--- src/rtl/shwd_pkg.sv ---
`timescale 1ns / 1ps
`default_nettype none
// -----------------------------------------------------------------------------
// shwd_pkg
// Shared types, constants and helpers for the sync header word deframer.
// -----------------------------------------------------------------------------
package shwd_pkg;

	localparam int BYTES_PER_WORD = 4;
	localparam int POS_W          = $clog2(BYTES_PER_WORD + 1);
	localparam int WORD_W         = 32;
	localparam int CAT_W          = (BYTES_PER_WORD * 8 > WORD_W) ? BYTES_PER_WORD * 8 : WORD_W;

	localparam int NUM_REGS = 4;
	localparam int ADDR_W   = $clog2(NUM_REGS * 4);
	localparam int DATA_W   = 32;

	localparam logic [7:0] HEADER_BYTE_RST     = 8'hAA;
	localparam logic [7:0] HEADER_NEEDED_RST   = 8'd5;
	localparam logic [7:0] DELIMITER_BYTE_RST  = 8'hDD;
	localparam logic [7:0] WORDS_PER_FRAME_RST = 8'd3;

	typedef enum logic [1:0] {
		REG_HEADER_BYTE     = 2'd0,
		REG_HEADER_NEEDED   = 2'd1,
		REG_DELIMITER_BYTE  = 2'd2,
		REG_WORDS_PER_FRAME = 2'd3
	} reg_idx_t;

	typedef struct packed {
		logic [7:0] header_byte;
		logic [7:0] header_needed;
		logic [7:0] delimiter_byte;
		logic [7:0] words_per_frame;
	} cfg_t;

	typedef logic [BYTES_PER_WORD-1:0][7:0] byte_buf_t;

	// slot 0 most significant; only the low word is kept
	function automatic logic [WORD_W-1:0] build_word(input byte_buf_t b);
		logic [CAT_W-1:0] cat;
		cat = '0;
		for (int k = 0; k < BYTES_PER_WORD; k++) begin
			cat[(BYTES_PER_WORD-1-k)*8 +: 8] = b[k];
		end
		return cat[WORD_W-1:0];
	endfunction

endpackage
`default_nettype wire

--- src/rtl/shwd_byte_if.sv ---
`timescale 1ns / 1ps
`default_nettype none
// -----------------------------------------------------------------------------
// shwd_byte_if
// Valid/ready channel carrying one received byte per beat.
// -----------------------------------------------------------------------------
interface shwd_byte_if;
	logic       valid;
	logic       ready;
	logic [7:0] rx_byte;

	modport source (output valid, output rx_byte, input ready);
	modport sink   (input valid, input rx_byte, output ready);
endinterface
`default_nettype wire

--- src/rtl/shwd_word_if.sv ---
`timescale 1ns / 1ps
`default_nettype none
// -----------------------------------------------------------------------------
// shwd_word_if
// Valid/ready channel carrying one assembled word per beat.
// -----------------------------------------------------------------------------
interface shwd_word_if;
	logic        valid;
	logic        ready;
	logic [31:0] word_value;
	logic        frame_done;

	modport source (output valid, output word_value, output frame_done, input ready);
	modport sink   (input valid, input word_value, input frame_done, output ready);
endinterface
`default_nettype wire

--- src/rtl/shwd_cfg_regs.sv ---
`timescale 1ns / 1ps
`default_nettype none
// -----------------------------------------------------------------------------
// shwd_cfg_regs
// APB-style register file holding the deframer configuration.
// -----------------------------------------------------------------------------
module shwd_cfg_regs (
	input  wire logic                         clk,
	input  wire logic                         arst_n,
	input  wire logic                         psel,
	input  wire logic                         penable,
	input  wire logic                         pwrite,
	input  wire logic [shwd_pkg::ADDR_W-1:0]  paddr,
	input  wire logic [shwd_pkg::DATA_W-1:0]  pwdata,
	output logic      [shwd_pkg::DATA_W-1:0]  prdata,
	output logic                              pready,
	output shwd_pkg::cfg_t                    cfg
);
	import shwd_pkg::*;

	cfg_t     cfg_q;
	reg_idx_t idx;
	logic     wr_en;

	assign idx    = reg_idx_t'(paddr[ADDR_W-1:2]);
	assign wr_en  = psel && penable && pwrite && pready;
	assign pready = 1'b1;
	assign cfg    = cfg_q;

	always_ff @(posedge clk or negedge arst_n) begin
		if (!arst_n) begin
			cfg_q.header_byte     <= HEADER_BYTE_RST;
			cfg_q.header_needed   <= HEADER_NEEDED_RST;
			cfg_q.delimiter_byte  <= DELIMITER_BYTE_RST;
			cfg_q.words_per_frame <= WORDS_PER_FRAME_RST;
		end else if (wr_en) begin
			unique case (idx)
				REG_HEADER_BYTE:     cfg_q.header_byte     <= pwdata[7:0];
				REG_HEADER_NEEDED:   cfg_q.header_needed   <= pwdata[7:0];
				REG_DELIMITER_BYTE:  cfg_q.delimiter_byte  <= pwdata[7:0];
				REG_WORDS_PER_FRAME: cfg_q.words_per_frame <= pwdata[7:0];
			endcase
		end
	end

	always_comb begin
		prdata = '0;
		unique case (idx)
			REG_HEADER_BYTE:     prdata[7:0] = cfg_q.header_byte;
			REG_HEADER_NEEDED:   prdata[7:0] = cfg_q.header_needed;
			REG_DELIMITER_BYTE:  prdata[7:0] = cfg_q.delimiter_byte;
			REG_WORDS_PER_FRAME: prdata[7:0] = cfg_q.words_per_frame;
		endcase
	end

endmodule
`default_nettype wire

--- src/rtl/shwd_core.sv ---
`timescale 1ns / 1ps
`default_nettype none
// -----------------------------------------------------------------------------
// shwd_core
// Input register, hunt/data update logic and result register.
// -----------------------------------------------------------------------------
module shwd_core (
	input  wire logic           clk,
	input  wire logic           arst_n,
	input  shwd_pkg::cfg_t      cfg,
	shwd_byte_if.sink           rx,
	shwd_word_if.source         wd
);
	import shwd_pkg::*;

	logic             vld_s1;
	logic [7:0]       byte_s1;

	logic             mode_q;
	logic [7:0]       mc_q;
	logic [7:0]       wc_q;
	logic [POS_W-1:0] pos_q;
	byte_buf_t        buf_q;

	logic             out_vld_q;
	logic [WORD_W-1:0] word_q;
	logic             done_q;

	logic             advance;
	logic             commit;

	logic             mode_d;
	logic [7:0]       mc_d;
	logic [7:0]       wc_d;
	logic [POS_W-1:0] pos_d;
	byte_buf_t        buf_d;
	logic             emit;
	logic             done_d;
	logic [7:0]       mc_upd;
	logic [7:0]       wc_inc;

	assign advance  = !out_vld_q || wd.ready;
	assign commit   = vld_s1 && advance;
	assign rx.ready = advance || !vld_s1;

	assign wd.valid      = out_vld_q;
	assign wd.word_value = word_q;
	assign wd.frame_done = done_q;

	always_comb begin
		mode_d = mode_q;
		mc_d   = mc_q;
		wc_d   = wc_q;
		pos_d  = pos_q;
		buf_d  = buf_q;
		emit   = 1'b0;
		done_d = 1'b0;
		wc_inc = wc_q + 8'd1;

		if (byte_s1 == cfg.header_byte)
			mc_upd = mc_q + 8'd1;
		else if (mc_q != 8'd0)
			mc_upd = mc_q - 8'd1;
		else
			mc_upd = mc_q;

		if (!mode_q) begin
			mc_d = mc_upd;
			if (mc_upd == cfg.header_needed) begin
				mc_d   = 8'd0;
				mode_d = 1'b1;
			end
		end else if (byte_s1 != cfg.delimiter_byte) begin
			if (pos_q < POS_W'(BYTES_PER_WORD)) begin
				for (int k = 0; k < BYTES_PER_WORD; k++) begin
					if (pos_q == POS_W'(k))
						buf_d[k] = byte_s1;
				end
				pos_d = pos_q + POS_W'(1);
			end
		end else begin
			emit  = 1'b1;
			pos_d = '0;
			wc_d  = wc_inc;
			if (wc_inc == cfg.words_per_frame) begin
				wc_d   = 8'd0;
				mode_d = 1'b0;
				done_d = 1'b1;
			end
		end
	end

	always_ff @(posedge clk or negedge arst_n) begin
		if (!arst_n) begin
			vld_s1    <= 1'b0;
			out_vld_q <= 1'b0;
			mode_q    <= 1'b0;
			mc_q      <= '0;
			wc_q      <= '0;
			pos_q     <= '0;
			buf_q     <= '0;
		end else begin
			if (rx.ready)
				vld_s1 <= rx.valid;
			if (advance)
				out_vld_q <= vld_s1 && emit;
			if (commit) begin
				mode_q <= mode_d;
				mc_q   <= mc_d;
				wc_q   <= wc_d;
				pos_q  <= pos_d;
				buf_q  <= buf_d;
			end
		end
	end

	always_ff @(posedge clk) begin
		if (rx.ready)
			byte_s1 <= rx.rx_byte;
		if (commit && emit) begin
			word_q <= build_word(buf_q);
			done_q <= done_d;
		end
	end

endmodule
`default_nettype wire

--- src/rtl/sync_header_word_deframer.sv ---
`timescale 1ns / 1ps
`default_nettype none
// -----------------------------------------------------------------------------
// sync_header_word_deframer
// A delimiter beat yields its word through the input register and then the
// result register.
// Throughput: one byte per cycle; the result register holds while the output
// stalls and the input register keeps taking bytes until both are full.
// Reset: arst_n clears the hunt state, counters, byte buffer and loads the
// default configuration; no clearing pass.
// -----------------------------------------------------------------------------
module sync_header_word_deframer (
	input  wire logic                         clk,
	input  wire logic                         arst_n,
	input  wire logic                         psel,
	input  wire logic                         penable,
	input  wire logic                         pwrite,
	input  wire logic [shwd_pkg::ADDR_W-1:0]  paddr,
	input  wire logic [shwd_pkg::DATA_W-1:0]  pwdata,
	output logic      [shwd_pkg::DATA_W-1:0]  prdata,
	output logic                              pready,
	shwd_byte_if.sink                         rx,
	shwd_word_if.source                       wd
);
	import shwd_pkg::*;

	cfg_t cfg;

	shwd_cfg_regs u_cfg (
		.clk     (clk),
		.arst_n  (arst_n),
		.psel    (psel),
		.penable (penable),
		.pwrite  (pwrite),
		.paddr   (paddr),
		.pwdata  (pwdata),
		.prdata  (prdata),
		.pready  (pready),
		.cfg     (cfg)
	);

	shwd_core u_core (
		.clk    (clk),
		.arst_n (arst_n),
		.cfg    (cfg),
		.rx     (rx),
		.wd     (wd)
	);

endmodule
`default_nettype wire
--- src/flat_wrapper.sv ---
// flat-port wrapper written by rule: the top's interface ports become plain ports
module sync_header_word_deframer_flat import shwd_pkg::*;
  (clk, arst_n, psel, penable, pwrite, paddr, pwdata, prdata, pready, rx_valid, rx_rx_byte, rx_ready, wd_valid, wd_word_value, wd_frame_done, wd_ready);
  shwd_byte_if rx_i ();
  shwd_word_if wd_i ();
  input  wire logic clk;
  input  wire logic arst_n;
  input  wire logic psel;
  input  wire logic penable;
  input  wire logic pwrite;
  input  wire logic [shwd_pkg::ADDR_W-1:0] paddr;
  input  wire logic [shwd_pkg::DATA_W-1:0] pwdata;
  output logic      [shwd_pkg::DATA_W-1:0] prdata;
  output logic pready;
  input wire logic [$bits(rx_i.valid)-1:0] rx_valid;
  input wire logic [$bits(rx_i.rx_byte)-1:0] rx_rx_byte;
  output wire logic [$bits(rx_i.ready)-1:0] rx_ready;
  output wire logic [$bits(wd_i.valid)-1:0] wd_valid;
  output wire logic [$bits(wd_i.word_value)-1:0] wd_word_value;
  output wire logic [$bits(wd_i.frame_done)-1:0] wd_frame_done;
  input wire logic [$bits(wd_i.ready)-1:0] wd_ready;
  assign rx_i.valid = rx_valid;
  assign rx_i.rx_byte = rx_rx_byte;
  assign rx_ready = rx_i.ready;
  assign wd_valid = wd_i.valid;
  assign wd_word_value = wd_i.word_value;
  assign wd_frame_done = wd_i.frame_done;
  assign wd_i.ready = wd_ready;
  sync_header_word_deframer u_core (.clk(clk), .arst_n(arst_n), .psel(psel), .penable(penable), .pwrite(pwrite), .paddr(paddr), .pwdata(pwdata), .prdata(prdata), .pready(pready), .rx(rx_i), .wd(wd_i));
endmodule
--- config.mk ---
export PLATFORM = sky130hd
export DESIGN_NAME = sync_header_word_deframer_flat
export DESIGN_NICKNAME = d
export VERILOG_FILES = /design/src/rtl/shwd_pkg.sv /design/src/rtl/shwd_byte_if.sv /design/src/rtl/shwd_word_if.sv /design/src/rtl/shwd_cfg_regs.sv /design/src/rtl/shwd_core.sv /design/src/rtl/sync_header_word_deframer.sv /design/src/flat_wrapper.sv
export SDC_FILE = /design/constraint.sdc
export NUM_CORES = 1
export LEC_CHECK = 0
export ABC_CLOCK_PERIOD_IN_PS = 8350
export BUFFER_PORTS_ARGS = -buffer_cell sky130_fd_sc_hd__buf_2
export CAP_MARGIN = 25
export CORE_MARGIN = 1.5
export CORE_UTILIZATION = 50
export CTS_BUF_LIST = sky130_fd_sc_hd__clkbuf_8 sky130_fd_sc_hd__clkbuf_16
export CTS_CLUSTER_DIAMETER = 50
export DETAILED_ROUTE_END_ITERATION = 12
export GPL_TIMING_DRIVEN = 0
export PLACE_DENSITY_LB_ADDON = 0.25
export SETUP_SLACK_MARGIN = 0.02
export SYNTH_ARGS = -nofsm -noshare
export SYNTH_HDL_FRONTEND = slang
export SYNTH_HIERARCHICAL = 1
export SYNTH_SLANG_ARGS = --single-unit
--- constraint.sdc ---
create_clock -name clk -period 8.35 [get_ports clk]
set_input_delay 1.67 -clock clk [delete_from_list [all_inputs] [get_ports clk]]
set_output_delay 1.67 -clock clk [all_outputs]
set_load 0.01 [all_outputs]
==> results.sh <==
export IMPL_die_area_um2=13300
export IMPL_syn_area_um2=6290
export IMPL_finalNetCount=661
export IMPL_cts_tree="built"
export IMPL_swShare=0.289
export IMPL_arrival_ns=2.68
export IMPL_power_density_nw_per_um2=259
export IMPL_internal_power_uw=1390
export IMPL_drv_cap=0
export IMPL_grt_setup_unrepaired="false"
export IMPL_whs_path_depth=0
export IMPL_drt_first_pass_iters=4
export IMPL_routedWlPerCell_um=17.3
export IMPL_power_frac_comb=0.229
export IMPL_ir_worst_vdd_mv=0.186
export IMPL_max_freq_mhz=230
export IMPL_drive_above_1_share=0.396
export IMPL_finClkSkew_ns=0.00643
export IMPL_gp_congestion=0.884
export IMPL_grt_pass1_vias=4098
export IMPL_path_class="input pin to output pin"
export IMPL_fp_coreArea_um2=12200
export IMPL_grt_pass1_wl_um=21700
export IMPL_path_clk_slew_ns=0.05
export IMPL_clk_insertion_delay_late_ns=0.42
export IMPL_end_kind="output pin"
export IMPL_antenna_cells=0
export IMPL_synth_flop_cell="dfrtp_1"
export IMPL_ys_async_sr_fraction=0.677
export IMPL_die_h_um=115
export IMPL_status="finished clean"
export IMPL_finalPower_uw=1950
export IMPL_portBuffers=67
export IMPL_fin_ws_ns=4.00
export IMPL_grtUsageTotal=0.220
export IMPL_period_minus_slack_ns=4.35
export IMPL_final_hold_violation_count=0
export IMPL_worst_setup_path_start_kind="input pin"
export IMPL_hpwl_um=9620
export IMPL_holdCritPathClass="register to register"
export IMPL_avgSynthCellArea_um2=12.8
export IMPL_htreeDepth=4
export IMPL_ant_nets=0
export IMPL_p_leak_uw=0.00338
export IMPL_cts_root_buf="clkbuf_16"
export IMPL_hold_buffers=0
export IMPL_cts_buffers=17
export IMPL_area_growth_pct=20.2
export IMPL_finalCritPeriodShare=0.521
export IMPL_dr_first_iter_drc_count=266
export IMPL_drt_total_wl_um=13500
export IMPL_antenna_found_initial=0
export IMPL_switching_power_uw=565
export IMPL_drc=0
export IMPL_io_pins=119
export IMPL_num_fill_cells=961
export IMPL_grt_max_degree=47
export IMPL_ys_warn_count=6
export IMPL_synth_distinct_cells=66
export IMPL_slew_headroom=0.332
export IMPL_cts_sinks=127
export IMPL_pre_cts_ws_ns=3.98
export IMPL_reg2regPathDepth=11
export IMPL_vias_per_cell=5.42
export IMPL_post_cts_buffers=0
export IMPL_tightest_slew_ns=0.995
export IMPL_crit_required_ns=6.68
export IMPL_cts_resized=0
export IMPL_finalSetupTns_ns=0
export IMPL_placementRows=40
export IMPL_cts_buffer_depth=2
export IMPL_seqPwrFrac=0.406
export IMPL_vias=4240
export IMPL_clkPwrFrac=0.366
export IMPL_grt_ovfl_total=0
export IMPL_yosysSeqAreaShare=0.541
export IMPL_netlist_instances=490
export IMPL_final_cell_mix="dfrtp_1 (72), buf_2 (69), mux2_2 (66)"
export IMPL_slew_violations=0
export IMPL_crit_path_max_fanout=10
export IMPL_synth_edf_count=41
export IMPL_holdWs_ns=0.443
export IMPL_final_common_cell="dfrtp_1"
export IMPL_start_util=0.517
export IMPL_ys_seq_elements=127
export IMPL_setup_viol_count_final=0
export IMPL_die_w_um=115
stage by stage:
stage	instance area [um2]	utilization	cells
floorplan	6380	-	513
global placement	6920	0.569	748
detailed placement	6980	0.574	750
CTS	7560	0.622	782
global route	7560	0.622	782
finish	7560	0.622	782
power groups by stage:
stage	clock (uW)	sequential (uW)	combinational (uW)
after global placement	0	798	429
after detailed placement	0	805	442
after CTS	728	794	445
final	714	793	447
after global routing	755	802	491
after floorplan	0	780	347
cell type report:
type,instances,area (um2),area share
well taps,168,210,0.0278
plain buffers,41,324,0.0429
clock inverters,14,141,0.0187
inverters,9,33.8,0.00447
repair buffers,69,393,0.0520
flip-flops and latches,127,3400,0.450
multi-input cells,336,2620,0.346
clock buffers,18,439,0.0581
cells in the mapped netlist, types with 3 or more instances:
cell type | count | area [um2]
o22ai_1 | 6 | 37.5
nand2_1 | 29 | 109
o211ai_1 | 4 | 30.0
nand2b_1 | 5 | 31.3
dfstp_2 | 14 | 368
inv_1 | 9 | 33.8
and3_1 | 6 | 37.5
ha_1 | 9 | 113
buf_6 | 4 | 45.0
nand3_1 | 8 | 40.0
a21oi_1 | 13 | 65.1
xor2_1 | 6 | 52.6
a31oi_1 | 4 | 25.0
nor2b_1 | 4 | 25.0
xnor2_1 | 29 | 254
o21ai_0 | 19 | 95.1
nand4_1 | 5 | 31.3
clkbuf_8 | 3 | 41.3
o31ai_1 | 7 | 52.6
dfrtp_1 | 72 | 1800
mux2_2 | 66 | 743
nor3_1 | 12 | 60.1
edfxtp_1 | 41 | 1230
or3_1 | 5 | 31.3
buf_2 | 3 | 15.0
nor3b_1 | 3 | 22.5
buf_4 | 28 | 210
nor2_1 | 19 | 71.3
and2_1 | 3 | 18.8
mux4_2 | 8 | 180
path summary, 6_finish.rpt:
check / endpoint / start / slack (ns)
min: u_core/u_core/wd.word_value[4] / u_core/u_core/buf_q[28] / 0.44
min reg2reg: u_core/u_core/wd.word_value[4] / u_core/u_core/buf_q[28] / 0.44
max: prdata[5] / paddr[2] / 4.00
min in group asynchronous: u_core/u_core/buf_q[28] / arst_n / 1.24
max reg2reg: u_core/u_core/mc_q[2] / u_core/u_core/mc_q[1] / 5.02
max in group asynchronous: u_core/u_cfg/cfg[29] / arst_n / 6.43
critical path, cell delays in order:
cell,delay [ns]
buf_2,0.13
buf_6,0.19
mux4_2,0.53
buf_2,0.16
layer usage:
metal  vias to the layer above  GRT usage  wire, um  share of wire
met3                        27     0.0522       772          0.057
met1                      2091      0.293      5930           0.44
met4                         0     0.0955       295          0.022
li1                       1973          -         -              -
met5                         -          0         0              0
met2                       149      0.348      6540           0.48
flip-flops by register name, summed over array words and instances (netlist names):
register	flops
u_core/u_core/wd.valid	1
u_core/u_cfg/cfg	32
u_core/u_core/mc_q	8
u_core/u_core/wd.word_value	32
u_core/u_core/wc_q	8
u_core/u_core/pos_q	3
u_core/u_core/mode_q	1
u_core/u_core/byte_s1	8
u_core/u_core/vld_s1	1
u_core/u_core/buf_q	32
u_core/u_core/wd.frame_done	1
cell families (layout without fill, tap and decap cells):
logic type / count (synthesis) / after routing / share of synthesized area
flip-flops: 127 / 127 / 0.541
AO/OA/AOI/OAI: 69 / 69 / 0.0696
adder cells (fa/ha/maj): 9 / 9 / 0.0179
buffers and inverters: 50 / 151 / 0.0569
XOR/XNOR: 35 / 35 / 0.0487
other: 2 / 25 / 0.00119
AND/OR/NAND/NOR: 122 / 122 / 0.115
multiplexers: 76 / 76 / 0.150
(Power assumes the default switching activity.)
